--- src/sv/cemi_ldata_frame_parser_unit_defines.svh ---
// Assertion macros shared by the cEMI L_Data frame parser RTL.
`ifndef CEMI_LDATA_FRAME_PARSER_UNIT_DEFINES_SVH
`define CEMI_LDATA_FRAME_PARSER_UNIT_DEFINES_SVH

// Same-cycle implication, disabled during reset.
`define CEMI_LDFP_ASSERT_NOW(lbl, clk, rst, ante, cons) \
   lbl: assert property (@(posedge clk) disable iff (rst) (ante) |-> (cons)) \
      else $error("cemi_ldfp: same-cycle check failed");

// Next-cycle implication, disabled during reset.
`define CEMI_LDFP_ASSERT_NEXT(lbl, clk, rst, ante, cons) \
   lbl: assert property (@(posedge clk) disable iff (rst) (ante) |=> (cons)) \
      else $error("cemi_ldfp: next-cycle check failed");

`endif

--- src/sv/cemi_ldfp_pkg.sv ---
// Types, constants and helpers for the cEMI L_Data frame parser.
`default_nettype none

package cemi_ldfp_pkg;

   // Supported message codes
   localparam logic [7:0] MC_L_DATA_REQ = 8'h11;
   localparam logic [7:0] MC_L_DATA_IND = 8'h29;
   localparam logic [7:0] MC_L_DATA_CON = 8'h2E;

   // Frame status codes
   localparam logic [1:0] STATUS_OK        = 2'd0;
   localparam logic [1:0] STATUS_BAD_SIZE  = 2'd1;
   localparam logic [1:0] STATUS_DECODE    = 2'd2;
   localparam logic [1:0] STATUS_OVER_CAP  = 2'd3;

   localparam logic [9:0]  POS_MAX         = 10'd1023;
   localparam logic [10:0] MIN_FRAME_SIZE  = 11'd11;
   localparam logic [8:0]  CAPACITY_RESET  = 9'd256;

   // One accepted input item
   typedef struct packed {
      logic [7:0] frame_byte;
      logic       last_byte;
   } in_item_type;

   // One result item
   typedef struct packed {
      logic [7:0]  payload_byte;
      logic        payload_valid;
      logic        frame_done;
      logic [1:0]  status;
      logic [7:0]  message_code;
      logic [3:0]  frame_flags;
      logic [1:0]  priority_res;
      logic        dest_is_group;
      logic [2:0]  hop_count;
      logic [15:0] source_address;
      logic [15:0] dest_address;
      logic [8:0]  payload_length;
   } rsp_item_type;

   function automatic logic code_supported(input logic [7:0] code);
      return (code == MC_L_DATA_REQ) || (code == MC_L_DATA_IND) ||
             (code == MC_L_DATA_CON);
   endfunction

endpackage

`default_nettype wire

--- src/sv/cemi_ldata_frame_parser_unit.sv ---
// An accepted byte waits in the input register; its result is then loaded into the result register.
// Throughput: one byte per cycle while results are taken; the input register drains whenever the result
// register is empty or being taken, so a stalled result still lets one byte wait.
// Bytes that are neither payload nor last produce no result.
// Reset: frame state clears to the start of a frame, capacity_ff returns to 256.
`default_nettype none
`include "cemi_ldata_frame_parser_unit_defines.svh"

module cemi_ldata_frame_parser_unit (
   input  wire logic        clock,
   input  wire logic        reset,
   // byte input
   input  wire logic        req_valid,
   output logic             req_ready,
   input  wire logic [7:0]  req_frame_byte,
   input  wire logic        req_last_byte,
   // result output
   output logic             rsp_valid,
   input  wire logic        rsp_ready,
   output logic [7:0]       rsp_payload_byte,
   output logic             rsp_payload_valid,
   output logic             rsp_frame_done,
   output logic [1:0]       rsp_status,
   output logic [7:0]       rsp_message_code,
   output logic [3:0]       rsp_frame_flags,
   output logic [1:0]       rsp_priority_res,
   output logic             rsp_dest_is_group,
   output logic [2:0]       rsp_hop_count,
   output logic [15:0]      rsp_source_address,
   output logic [15:0]      rsp_dest_address,
   output logic [8:0]       rsp_payload_length,
   // configuration
   input  wire logic        csr_write_enable,
   input  wire logic [8:0]  csr_write_data
);

   logic                         item_valid, take, emit;
   cemi_ldfp_pkg::in_item_type   item;
   cemi_ldfp_pkg::rsp_item_type  result, out_ff;
   logic                         out_valid_ff, out_valid_in;
   logic [8:0]                   capacity_ff;

   // Capacity register
   always_ff @(posedge clock) begin
      if (reset) begin
         capacity_ff <= cemi_ldfp_pkg::CAPACITY_RESET;
      end else if (csr_write_enable) begin
         capacity_ff <= csr_write_data;
      end
   end

   cemi_ldfp_in_stage u_in_stage (
      .clock          (clock),
      .reset          (reset),
      .req_valid      (req_valid),
      .req_ready      (req_ready),
      .req_frame_byte (req_frame_byte),
      .req_last_byte  (req_last_byte),
      .take           (take),
      .item_valid     (item_valid),
      .item           (item)
   );

   // Held byte advances when the result register can take its result
   assign take = item_valid && (!out_valid_ff || rsp_ready);

   cemi_ldfp_core u_core (
      .clock    (clock),
      .reset    (reset),
      .advance  (take),
      .item     (item),
      .capacity (capacity_ff),
      .emit     (emit),
      .result   (result)
   );

   // Result register
   always_comb begin
      if (take && emit) begin
         out_valid_in = 1'b1;
      end else if (rsp_ready) begin
         out_valid_in = 1'b0;
      end else begin
         out_valid_in = out_valid_ff;
      end
   end

   always_ff @(posedge clock) begin
      if (reset) begin
         out_valid_ff <= 1'b0;
      end else begin
         out_valid_ff <= out_valid_in;
      end
   end

   always_ff @(posedge clock) begin
      if (take && emit) begin
         out_ff <= result;
      end
   end

   assign rsp_valid          = out_valid_ff;
   assign rsp_payload_byte   = out_ff.payload_byte;
   assign rsp_payload_valid  = out_ff.payload_valid;
   assign rsp_frame_done     = out_ff.frame_done;
   assign rsp_status         = out_ff.status;
   assign rsp_message_code   = out_ff.message_code;
   assign rsp_frame_flags    = out_ff.frame_flags;
   assign rsp_priority_res   = out_ff.priority_res;
   assign rsp_dest_is_group  = out_ff.dest_is_group;
   assign rsp_hop_count      = out_ff.hop_count;
   assign rsp_source_address = out_ff.source_address;
   assign rsp_dest_address   = out_ff.dest_address;
   assign rsp_payload_length = out_ff.payload_length;

   // Checks
   `CEMI_LDFP_ASSERT_NOW(a_no_empty_result, clock, reset, rsp_valid, rsp_payload_valid || rsp_frame_done)
   `CEMI_LDFP_ASSERT_NOW(a_idle_payload_zero, clock, reset, rsp_valid && !rsp_payload_valid, rsp_payload_byte == 8'd0)
   `CEMI_LDFP_ASSERT_NOW(a_header_only_at_end, clock, reset, rsp_valid && !rsp_frame_done, (rsp_status == cemi_ldfp_pkg::STATUS_OK) && (rsp_payload_length == 9'd0))
   `CEMI_LDFP_ASSERT_NOW(a_no_advance_on_stall, clock, reset, out_valid_ff && !rsp_ready, !take)
   `CEMI_LDFP_ASSERT_NEXT(a_stalled_result_kept, clock, reset, rsp_valid && !rsp_ready, rsp_valid && $stable(out_ff))

endmodule

`default_nettype wire

--- src/sv/cemi_ldfp_in_stage.sv ---
// Input register stage of the cEMI L_Data frame parser.
`default_nettype none

module cemi_ldfp_in_stage (
   input  wire logic                      clock,
   input  wire logic                      reset,
   input  wire logic                      req_valid,
   output logic                           req_ready,
   input  wire logic [7:0]                req_frame_byte,
   input  wire logic                      req_last_byte,
   input  wire logic                      take,
   output logic                           item_valid,
   output cemi_ldfp_pkg::in_item_type     item
);

   logic                       valid_ff, valid_in;
   cemi_ldfp_pkg::in_item_type item_ff;

   // Slot is free when empty or being drained this cycle
   assign req_ready = !valid_ff || take;

   always_comb begin
      if (req_valid && req_ready) begin
         valid_in = 1'b1;
      end else if (take) begin
         valid_in = 1'b0;
      end else begin
         valid_in = valid_ff;
      end
   end

   always_ff @(posedge clock) begin
      if (reset) begin
         valid_ff <= 1'b0;
      end else begin
         valid_ff <= valid_in;
      end
   end

   // Payload register, no reset needed
   always_ff @(posedge clock) begin
      if (req_valid && req_ready) begin
         item_ff.frame_byte <= req_frame_byte;
         item_ff.last_byte  <= req_last_byte;
      end
   end

   assign item_valid = valid_ff;
   assign item       = item_ff;

endmodule

`default_nettype wire

--- src/sv/cemi_ldfp_core.sv ---
// Frame state and per-byte field decode of the cEMI L_Data frame parser.
`default_nettype none

module cemi_ldfp_core (
   input  wire logic                       clock,
   input  wire logic                       reset,
   input  wire logic                       advance,
   input  wire cemi_ldfp_pkg::in_item_type item,
   input  wire logic [8:0]                 capacity,
   output logic                            emit,
   output cemi_ldfp_pkg::rsp_item_type     result
);

   // Frame state
   logic [9:0]  pos_ff, pos_in;
   logic [7:0]  addinfo_ff, addinfo_in;
   logic [7:0]  len_ff, len_in;
   logic [7:0]  code_ff, code_in;
   logic [7:0]  ctrl1_ff, ctrl1_in;
   logic [7:0]  ctrl2_ff, ctrl2_in;
   logic [15:0] src_ff, src_in;
   logic [15:0] dst_ff, dst_in;

   logic [10:0] pos_w, ai_w, len_w, size, need;
   logic        pay;
   logic [1:0]  status;
   logic [7:0]  b;

   assign b     = item.frame_byte;
   assign pos_w = {1'b0, pos_ff};
   assign ai_w  = {3'b0, addinfo_ff};

   // Header field latch by position, payload window otherwise
   always_comb begin
      code_in    = code_ff;
      addinfo_in = addinfo_ff;
      ctrl1_in   = ctrl1_ff;
      ctrl2_in   = ctrl2_ff;
      src_in     = src_ff;
      dst_in     = dst_ff;
      len_in     = len_ff;
      pay        = 1'b0;
      if (pos_ff == 10'd0) begin
         code_in = b;
      end else if (pos_ff == 10'd1) begin
         addinfo_in = b;
      end else if (pos_w == ai_w + 11'd2) begin
         ctrl1_in = b;
      end else if (pos_w == ai_w + 11'd3) begin
         ctrl2_in = b;
      end else if (pos_w == ai_w + 11'd4) begin
         src_in[15:8] = b;
      end else if (pos_w == ai_w + 11'd5) begin
         src_in[7:0] = b;
      end else if (pos_w == ai_w + 11'd6) begin
         dst_in[15:8] = b;
      end else if (pos_w == ai_w + 11'd7) begin
         dst_in[7:0] = b;
      end else if (pos_w == ai_w + 11'd8) begin
         len_in = b;
      end else begin
         pay = (pos_w >= ai_w + 11'd9) &&
               (pos_w < ai_w + {3'b0, len_ff} + 11'd10);
      end
   end

   // Frame size counts this byte; status uses the updated header
   assign size  = pos_w + 11'd1;
   assign len_w = {3'b0, len_in};
   assign need  = {3'b0, addinfo_in} + len_w + 11'd10;

   // First failing check wins; short frame checked first
   always_comb begin
      if (size < cemi_ldfp_pkg::MIN_FRAME_SIZE) begin
         status = cemi_ldfp_pkg::STATUS_BAD_SIZE;
      end else if (!cemi_ldfp_pkg::code_supported(code_in)) begin
         status = cemi_ldfp_pkg::STATUS_DECODE;
      end else if (size < {3'b0, addinfo_in} + 11'd4) begin
         status = cemi_ldfp_pkg::STATUS_BAD_SIZE;
      end else if (ctrl1_in[7] && (ctrl2_in[3:0] != 4'd0)) begin
         status = cemi_ldfp_pkg::STATUS_DECODE;
      end else if (size < {3'b0, addinfo_in} + 11'd10) begin
         status = cemi_ldfp_pkg::STATUS_BAD_SIZE;
      end else if (len_in == 8'd0) begin
         status = cemi_ldfp_pkg::STATUS_DECODE;
      end else if (size < need) begin
         status = cemi_ldfp_pkg::STATUS_BAD_SIZE;
      end else if ({1'b0, len_in} + 9'd1 > capacity) begin
         status = cemi_ldfp_pkg::STATUS_OVER_CAP;
      end else if (size != need) begin
         status = cemi_ldfp_pkg::STATUS_BAD_SIZE;
      end else begin
         status = cemi_ldfp_pkg::STATUS_OK;
      end
   end

   // Result assembly: header fields only on the last byte
   assign emit = pay || item.last_byte;

   always_comb begin
      result = '0;
      if (pay) begin
         result.payload_byte  = b;
         result.payload_valid = 1'b1;
      end
      if (item.last_byte) begin
         result.frame_done     = 1'b1;
         result.status         = status;
         result.message_code   = code_in;
         result.frame_flags    = {ctrl1_in[7], !ctrl1_in[5], ctrl1_in[1], ctrl1_in[0]};
         result.priority_res   = ctrl1_in[3:2];
         result.dest_is_group  = ctrl2_in[7];
         result.hop_count      = ctrl2_in[6:4];
         result.source_address = src_in;
         result.dest_address   = dst_in;
         result.payload_length = {1'b0, len_in} + 9'd1;
      end
   end

   // Position saturates; a last byte restarts the frame
   assign pos_in = (pos_ff == cemi_ldfp_pkg::POS_MAX) ? pos_ff : pos_ff + 10'd1;

   always_ff @(posedge clock) begin
      if (reset) begin
         pos_ff     <= '0;
         addinfo_ff <= '0;
         len_ff     <= '0;
         code_ff    <= '0;
         ctrl1_ff   <= '0;
         ctrl2_ff   <= '0;
         src_ff     <= '0;
         dst_ff     <= '0;
      end else if (advance) begin
         if (item.last_byte) begin
            pos_ff     <= '0;
            addinfo_ff <= '0;
            len_ff     <= '0;
            code_ff    <= '0;
            ctrl1_ff   <= '0;
            ctrl2_ff   <= '0;
            src_ff     <= '0;
            dst_ff     <= '0;
         end else begin
            pos_ff     <= pos_in;
            addinfo_ff <= addinfo_in;
            len_ff     <= len_in;
            code_ff    <= code_in;
            ctrl1_ff   <= ctrl1_in;
            ctrl2_ff   <= ctrl2_in;
            src_ff     <= src_in;
            dst_ff     <= dst_in;
         end
      end
   end

endmodule

`default_nettype wire

--- config.mk ---
export PLATFORM = sky130hd
export DESIGN_NAME = cemi_ldata_frame_parser_unit
export DESIGN_NICKNAME = d
export VERILOG_FILES = /design/src/sv/cemi_ldfp_pkg.sv /design/src/sv/cemi_ldata_frame_parser_unit.sv /design/src/sv/cemi_ldfp_in_stage.sv /design/src/sv/cemi_ldfp_core.sv
export VERILOG_INCLUDE_DIRS = /design/src /design/src/sv
export SDC_FILE = /design/constraint.sdc
export NUM_CORES = 1
export LEC_CHECK = 0
export ABC_CLOCK_PERIOD_IN_PS = 20700
export BUFFER_PORTS_ARGS = -buffer_cell sky130_fd_sc_hd__buf_2
export CAP_MARGIN = 20
export CORE_MARGIN = 2
export CORE_UTILIZATION = 50
export DETAILED_ROUTE_END_ITERATION = 8
export PLACE_DENSITY = 0.69
export SETUP_SLACK_MARGIN = 0.02
export SYNTH_ARGS = -nofsm -noshare
export SYNTH_HDL_FRONTEND = slang
export SYNTH_HIERARCHICAL = 1
export SYNTH_SLANG_ARGS = --single-unit
--- constraint.sdc ---
create_clock -name clock -period 20.7 [get_ports clock]
set_clock_uncertainty 0.05 [all_clocks]
set_input_delay 4.14 -clock clock [delete_from_list [all_inputs] [get_ports clock]]
set_output_delay 4.14 -clock clock [all_outputs]
set_load 0.02 [all_outputs]
# Word level (Yosys, flattened, before mapping)
# Cells that the tools add are included.
[totals] word_cells=153 in_bits=23 regBits=171 out_inout_bits=73
[op_classes] n_eq_ne=14 reduce_logical=20 bitwise_logic=1 addsub=17 n_lt_le_gt_ge=7 n_mux=68
[op_table] cell="two-way mux 8 bit" n=30
[op_table] cell="two-way mux 16 bit" n=12
[op_table] cell="equality test 10 x 11 -> 1 bit" n=7
[op_table] cell="two-way mux 62 bit" n=1
[op_table] cell="adder 8 x 3 -> 9 bit (second input constant)" n=5
[op_table] cell="< comparator 11 bit" n=3
[op_table] cell="adder 8 x 4 -> 9 bit (second input constant)" n=3
[op_table] cell="adder 11 x 4 -> 11 bit (second input constant)" n=2
[op_table] cell="two-way mux 10 bit" n=2
[op_table] cell="adder 8 x 2 -> 9 bit (second input constant)" n=2
[op_table] cell="adder 8 x 8 -> 9 bit" n=2
[op_table] cell="equality test 8 x 6 -> 1 bit (second input constant)" n=2
[op_table] cell="two-way mux 2 bit" n=8
[op_table] cell="two-way mux 1 bit" n=15
[op_table] cell="adder 10 x 1 -> 11 bit (second input constant)" n=1
[op_table] cell=">= comparator 10 x 11 -> 1 bit" n=1
[op_table] cell="< comparator 10 x 11 -> 1 bit" n=1
[op_table] cell="< comparator 11 x 4 -> 1 bit (second input constant)" n=1
[op_table] cell="!= test 11 bit" n=1
[op_table] cell="adder 10 x 1 -> 10 bit (second input constant)" n=1
[op_table] cell="equality test 10 x 1 -> 1 bit (second input constant)" n=1
[op_table] cell="equality test 10 bit (second input constant)" n=1
[op_table] cell="logical NOT 10 bit" n=1
[op_table] cell="adder 8 x 1 -> 9 bit (second input constant)" n=1
[op_table] cell="other kinds (12)" n=23

# Depth between registers and ports, before layout
# Gate-level depths: netlist of run 1.
[logic_depth] word_depth=24 mapped_depth=29

# Hierarchy
# The synthesis of run 1 kept the hierarchy.
[modules_own_cells] module="cemi_ldfp_core" seq_area_each_um2=1601.5 instances=1 cells_per_inst=1098 area_each_um2=8695.8
[modules_own_cells] module="cemi_ldata_frame_parser_unit" seq_area_each_um2=2332.2 instances=1 cells_per_inst=106 area_each_um2=2503.7
[modules_own_cells] module="cemi_ldfp_in_stage" seq_area_each_um2=290.3 instances=1 cells_per_inst=14 area_each_um2=325.3

# Worst setup path after synthesis of run 1
# OpenSTA, ideal clock, no wires.
[synth_path] kind="input-to-output" start="in rsp_ready" end="out req_ready" t_required_ns=16.510 t_arrival_ns=4.615 path_stages=3 path_slack_ns=11.895 path_cell_list="nand2b_1 -> and2_1 -> nand2b_4"
[synth_between] elab_chain_cells=3
[synth_rtl] item="start, declared" line="cemi_ldata_frame_parser_unit.sv:19" text="input wire logic rsp_ready,"
[synth_rtl] item="logical OR 1 bit" line="cemi_ldata_frame_parser_unit.sv:65" text="assign take = item_valid && (!out_valid_ff || rsp_ready);"
[synth_rtl] item="logical AND 1 bit" line="cemi_ldata_frame_parser_unit.sv:65"
[synth_rtl] item="via take" line="cemi_ldata_frame_parser_unit.sv:37" text="logic item_valid, take, emit;"
[synth_rtl] item="logical OR 1 bit" line="cemi_ldfp_in_stage.sv:20" text="assign req_ready = !valid_ff || take;"
[synth_rtl] item="end, declared" line="cemi_ldata_frame_parser_unit.sv:14" text="output logic req_ready,"
# The timed path passes the listed nets, and every way through them passes these cells.

# Worst setup path after layout of run 1
# Same ends and word-level chain as after synthesis.

==> results.py, run 1 <==
metrics = {
    "drt": {
        "ant_nets": 0,
        "avgRoutedWirePerCell_microns": 19.6,
        "via_per_inst": 6.18,
        "routed_wl_microns": 30600,
        "vias": 9669,
        "remaining_drc_errors": 0,
        "first_pass_iters": 5,
        "drtIter0Drc": 800,
    },
    "yosys": {
        "synth_edf_count": 80,
        "syn_area_per_cell_sq_um": 9.46,
        "syn_nets": 1345,
        "synth_flop_cell": "dfxtp_1",
        "ys_seq_area_share_pct": 36.7,
        "synth_cell_types": 93,
        "syn_inst": 1218,
        "synth-seq-cells": 171,
        "synth_warnings": 6,
        "synth_area_sq_um": 11500,
        "synth-async-reset-ratio_pct": 0,
    },
    "sta": {
        "hold_slack_ns": 0.422,
        "slew_headroom_pct": 37.7,
        "min_period_ns": 9.05,
        "finalSetupViolations": 0,
        "fin_crit_sh_pct": 43.7,
        "worst_pin_slew_ns": 0.935,
        "rsz0062_at_grt": "no",
        "fin_tns_setup_ns": 0,
        "fmax_mhz": 110,
        "slew_viol_final": 0,
        "hold_violations": 0,
    },
    "global_route": {
        "grt_use_total_pct": 25.2,
        "gr-usage-met1_pct": 33.4,
        "grt_max_degree": 72,
        "gr-total-overflow": 0,
        "gr-max-usage-layer": "met2",
        "use_met3_pct": 3.25,
        "antenna_found_initial": 0,
        "first_global_vias": 9159,
        "grt_pass1_wl_microns": 48600,
        "met2_usage_pct": 43.0,
    },
    "floorplan": {
        "die_w_microns": 156,
        "dieArea_sq_um": 24300,
        "row_count": 55,
        "chipHeight_microns": 156,
        "initial_core_util_pct": 50.9,
        "coreArea_sq_um": 22600,
        "io_pins": 96,
    },
    "worst_setup_path": {
        "rr_endpoint": "rsp_status[0]",
        "critPathMaxFanout": 3,
        "worstPathCellList": "buf_2 -> nand2b_1 -> and2_1 -> nand2b_4 -> buf_2",
        "cpLargestDelayFamily": "simple AND/OR/NAND/NOR gates",
        "crit_buf_inv": 2,
        "r2r-start": "u_core/addinfo_ff[4]",
        "startpoint_type": "input pin",
        "max_stage_delay_ns": 0.17,
        "crit_type": "in -> out",
        "cpMostUsedCell": "buf_2",
        "cp.arrival_ns": 4.86,
        "critPathCaptureType": "output port",
        "crit_required_ns": 16.51,
        "crit_slowest_cell": "and2_1",
        "reg2reg_setup_slack_ns": 14.61,
        "reg2reg_depth": 24,
    },
    "cts": {
        "cts_root_buf": "clkbuf_16",
        "tritoncts": "done",
        "path_clk_slew_ns": 0.07,
        "cts_resized": 0,
        "cts_sinks": 171,
        "postCtsSetupBuffers": 0,
        "insertion_delay_ns": 0.44,
        "cts_hold_buf": 0,
        "cts_max_level": 4,
        "cts_buffer_depth": 2,
        "numCtsBuffers": 17,
    },
    "placed_design": {
        "hpwl_microns": 20600,
        "gp_congestion": 0.913,
        "post_dp_cell_area_sq_um": 12100,
        "io_buffers": 95,
    },
    "outcome": {
        "status": "finished clean",
    },
    "worst_hold_path": {
        "hold_depth": 2,
        "min_from": "u_core/ctrl2_ff[0]",
        "worst_hold_path.endpoint": "u_core/ctrl2_ff[0]",
        "hold_class": "reg -> reg",
    },
    "flow_run": {
        "cap_violations": 0,
    },
    "layout": {
        "area.growth.synth_to_final_pct": 10.3,
        "drive_gt1_share_pct": 15.5,
        "nets": 1392,
        "final_util_pct": 56.2,
        "stdcell_area_sq_um": 12700,
    },
    "power_and_ir_drop": {
        "power_per_cell_area_nw_per_um2": 59.6,
        "vdd_ir_drop_max_v": 0.0000474,
        "p_leak_nw": 5.17,
    },
}
sequential cells by signal (all words and copies together) (netlist names), 8 cells and up:
register,cells
u_core/len_ff,8
rsp_source_address,16
u_in_stage/item,9
rsp_dest_address,16
rsp_message_code,8
u_core/dst_ff,16
u_core/ctrl2_ff,8
capacity_ff,9
u_core/src_ff,16
u_core/code_ff,8
u_core/pos_ff,10
rsp_payload_byte,8
u_core/addinfo_ff,8
rsp_payload_length,9
Yosys cell counts (40+ instances only):
library cell	number	area, sq um
nor2_1	128	480
ha_1	102	1280
dfxtp_1	91	1820
a21oi_1	87	435
edfxtp_1	80	2400
mux2i_1	62	621
clkbuf_1	54	203
inv_1	51	191
o21ai_0	48	240
nand2_1	44	165
nand3_1	43	215
xnor2_1	40	350
power by group:
group | leakage (nW) | switching (W) | internal [W]
combinational | 3.40 | 0.0000475 | 0.0000177
sequential | 1.47 | 0.00000446 | 0.000361
clock | 0.296 | 0.000162 | 0.000165
total | 5.17 | 0.000214 | 0.000544
metrics by stage:
step / total power, W / instances / worst slack, ns
after floorplan: 0.000415 / 1218 / 11.90
after global placement: 0.000437 / 1531 / 11.65
after detailed placement: 0.000438 / 1531 / 11.65
after CTS: 0.000761 / 1563 / 11.65
after global routing: 0.000781 / 1563 / 11.60
final: 0.000758 / 1564 / 11.65
per-layer routing:
| layer | vias up | share of wire [%] | wire (microns) |
|---|---|---|---|
| met4 | 0 | 2.3 | 713 |
| met5 | - | 0 | 0 |
| met2 | 390 | 49 | 14900 |
| met1 | 4638 | 43 | 13300 |
| li1 | 4590 | - | - |
| met3 | 51 | 5.4 | 1650 |
cell families (layout without fill, tap and decap cells):
kind of cell	after synthesis	count (layout)	synth area share [%]
and+or+nand+nor	384	384	18.0
AOI/OAI and AO/OA	278	278	16.4
DFF	171	171	36.7
buffers and inverters	138	198	5.27
adders and majority gates	104	104	11.4
muxes	78	78	7.07
xor gates and xnor gates	65	65	5.20
other	0	1	0
area by class of cell:
type | count | area (sq um)
antenna | 1 | 2.50
fill | 1952 | 9920
sequential | 171 | 4220
tap | 285 | 357
inverter | 53 | 199
clock buffer | 17 | 425
multi-input combinational | 909 | 6700
timing repair buffer | 113 | 611
clock inverter | 15 | 198
worst max path at each step:
| stage | start | to | slack, ns | cells after the start |
|---|---|---|---|---|
| global placement | rsp_ready | req_ready | 11.65 | 5 |
| global route | rsp_ready | req_ready | 11.60 | 5 |
| floorplan | rsp_ready | req_ready | 11.90 | 3 |
| detailed placement | rsp_ready | req_ready | 11.65 | 5 |
| CTS | rsp_ready | req_ready | 11.65 | 5 |
| finish | rsp_ready | req_ready | 11.65 | 5 |
cell usage in the layout, fill, tap and decap left out, types with 40 or more instances in the layout:
cell type  netlist  layout
a21oi_1         87      87
buf_2           20      95
dfxtp_1         91      91
edfxtp_1        80      80
ha_1           102     102
inv_1           51      50
mux2i_1         62      62
nand2_1         44      44
nand3_1         43      43
nor2_1         128     128
o21ai_0         48      48
xnor2_1         40      40
worst register-to-register path: cells and delay by family (launching register included):
| kind | cells | cell delay (ns) |
|---|---|---|
| compound gates | 12 | 1.87 |
| buf+inv | 1 | 0.29 |
| fa+ha+maj | 4 | 1.51 |
| simple gates | 5 | 0.78 |
| flops | 1 | 0.76 |
| xor+xnor | 1 | 0.09 |
| mux | 1 | 0.45 |
No activity file was read; power rests on OpenSTA's default activity.
==> run 2: changes to the inputs <==
- ABC_CLOCK_PERIOD_IN_PS: 20700 -> 8880
- clock period: 20.7 -> 8.88 ns (I/O delays scaled with it)
==> results.py, run 2 (synthesis results as in run 1) <==
metrics = {
    "sta": {
        "fin_crit_sh_pct": 68.7,
        "slew_headroom_pct": 33.3,
        "fin_tns_setup_ns": 0,
        "slew_viol_final": 0,
        "finalSetupViolations": 0,
        "hold_slack_ns": 0.415,
        "worst_pin_slew_ns": 0.999,
        "fmax_mhz": 164,
        "min_period_ns": 6.10,
        "rsz0062_at_grt": "no",
        "hold_violations": 0,
    },
    "drt": {
        "drtIter0Drc": 984,
        "avgRoutedWirePerCell_microns": 20.3,
        "ant_nets": 0,
        "via_per_inst": 6.18,
        "first_pass_iters": 5,
        "vias": 9637,
        "remaining_drc_errors": 0,
        "routed_wl_microns": 31600,
    },
    "cts": {
        "cts_resized": 0,
        "tritoncts": "done",
        "cts_buffer_depth": 2,
        "cts_max_level": 4,
        "cts_root_buf": "clkbuf_16",
        "insertion_delay_ns": 0.44,
        "cts_hold_buf": 0,
        "path_clk_slew_ns": 0.08,
        "cts_sinks": 171,
        "numCtsBuffers": 17,
        "postCtsSetupBuffers": 0,
    },
    "worst_setup_path": {
        "r2r-start": "u_core/addinfo_ff[4]",
        "crit_type": "reg -> reg",
        "cp.arrival_ns": 6.30,
        "reg2reg_setup_slack_ns": 2.78,
        "critPathMaxFanout": 16,
        "startpoint_type": "flop",
        "crit_start": "u_core/addinfo_ff[4]",
        "crit_required_ns": 9.07,
        "critPathCaptureType": "flop",
    },
    "layout": {
        "final_util_pct": 56.1,
        "n_fill_cell": 2017,
        "nets": 1389,
        "drive_gt1_share_pct": 15.3,
        "layout_common_cells": "nor2_1, ha_1, buf_2, dfxtp_1, a21oi_1",
        "layout_commonest_cell": "nor2_1",
        "antenna_cells": 0,
        "area.growth.synth_to_final_pct": 10.1,
    },
    "global_route": {
        "grt_use_total_pct": 26.0,
        "gr-total-overflow": 0,
        "grt_max_degree": 70,
        "antenna_found_initial": 0,
        "grt_pass1_wl_microns": 49500,
        "first_global_vias": 9012,
    },
    "floorplan": {
        "io_pins": 96,
        "die_w_microns": 156,
        "chipHeight_microns": 156,
        "dieArea_sq_um": 24300,
        "initial_core_util_pct": 50.9,
        "coreArea_sq_um": 22600,
        "row_count": 55,
    },
    "power_and_ir_drop": {
        "power_per_cell_area_nw_per_um2": 139,
        "total_power_w": 0.00177,
        "p_leak_nw": 5.16,
        "vdd_ir_drop_max_v": 0.000117,
    },
    "worst_hold_path": {
        "hold_class": "reg -> reg",
        "min_from": "u_core/ctrl1_ff[7]",
    },
    "flow_run": {
        "cap_violations": 0,
    },
    "placed_design": {
        "gp_congestion": 0.951,
        "io_buffers": 95,
        "hpwl_microns": 21800,
    },
    "outcome": {
        "status": "finished clean",
    },
}
## run 2: cell count changes in the layout (fill, tap and decap cells not counted), sizes merged
cell	delta
buf	-3
inv	+2
clkinv	-2
diode	-1
## run 2: worst paths after layout
kind	depth (start not counted)	to
setup reg to reg	23	rsp_status[0]
hold reg to reg	2	u_core/ctrl1_ff[7]
setup / recovery	23	rsp_status[0]
hold / removal	2	u_core/ctrl1_ff[7]
## run 2: routing by layer
metal  GRT usage, %  up-vias  part of all wire (%)
li1               -     4570                     -
met1           34.8     4589                    42
met2           42.7      406                    48
met3           3.94       72                   6.4
met4           9.70        0                   3.4
met5              0        -                     0
## run 2: layout make-up
class,instances,area (sq um),area share (%)
tap,285,357,2.81
multi-input combinational,909,6700,52.8
timing repair buffer,110,588,4.63
clock buffer,17,425,3.35
sequential,171,4220,33.3
inverter,53,199,1.57
clock inverter,15,198,1.56
## run 2: report_power, final
part | internal, W | switching (W) | leakage, nW | total (W)
logic | 0.0000403 | 0.000107 | 3.39 | 0.000147
clock network | 0.000386 | 0.000378 | 0.297 | 0.000764
registers | 0.000843 | 0.0000150 | 1.47 | 0.000857
total | 0.00127 | 0.000499 | 5.16 | 0.00177
## run 2: worst max-delay path: stages (launching register included)
cell and delay [ns]:
dfxtp_1 0.76, ha_1 0.54, nand3_1 0.18, nor3_1 0.20
a31oi_1 0.13, nor4_4 0.29, buf_4 0.29, mux2_2 0.42
ha_1 0.36, ha_1 0.30, a21o_1 0.16, a21oi_1 0.22
o21bai_1 0.10, a21oi_1 0.23, o21bai_1 0.09, a21oi_1 0.18
xor2_1 0.19, ha_1 0.27, a21o_1 0.16, a21oi_1 0.15
nand3_1 0.11, nand3_1 0.10, o21ai_0 0.09, a221oi_2 0.31
## run 2: through the flow
stage | area (sq um) | cells | setup WS (ns)
after floorplan | 11500 | 1218 | 1.72
after global placement | 12100 | 1528 | 3.08
after detailed placement | 12100 | 1528 | 2.87
after CTS | 12700 | 1560 | 2.84
after global routing | 12700 | 1560 | 2.46
final | 12700 | 1560 | 2.78
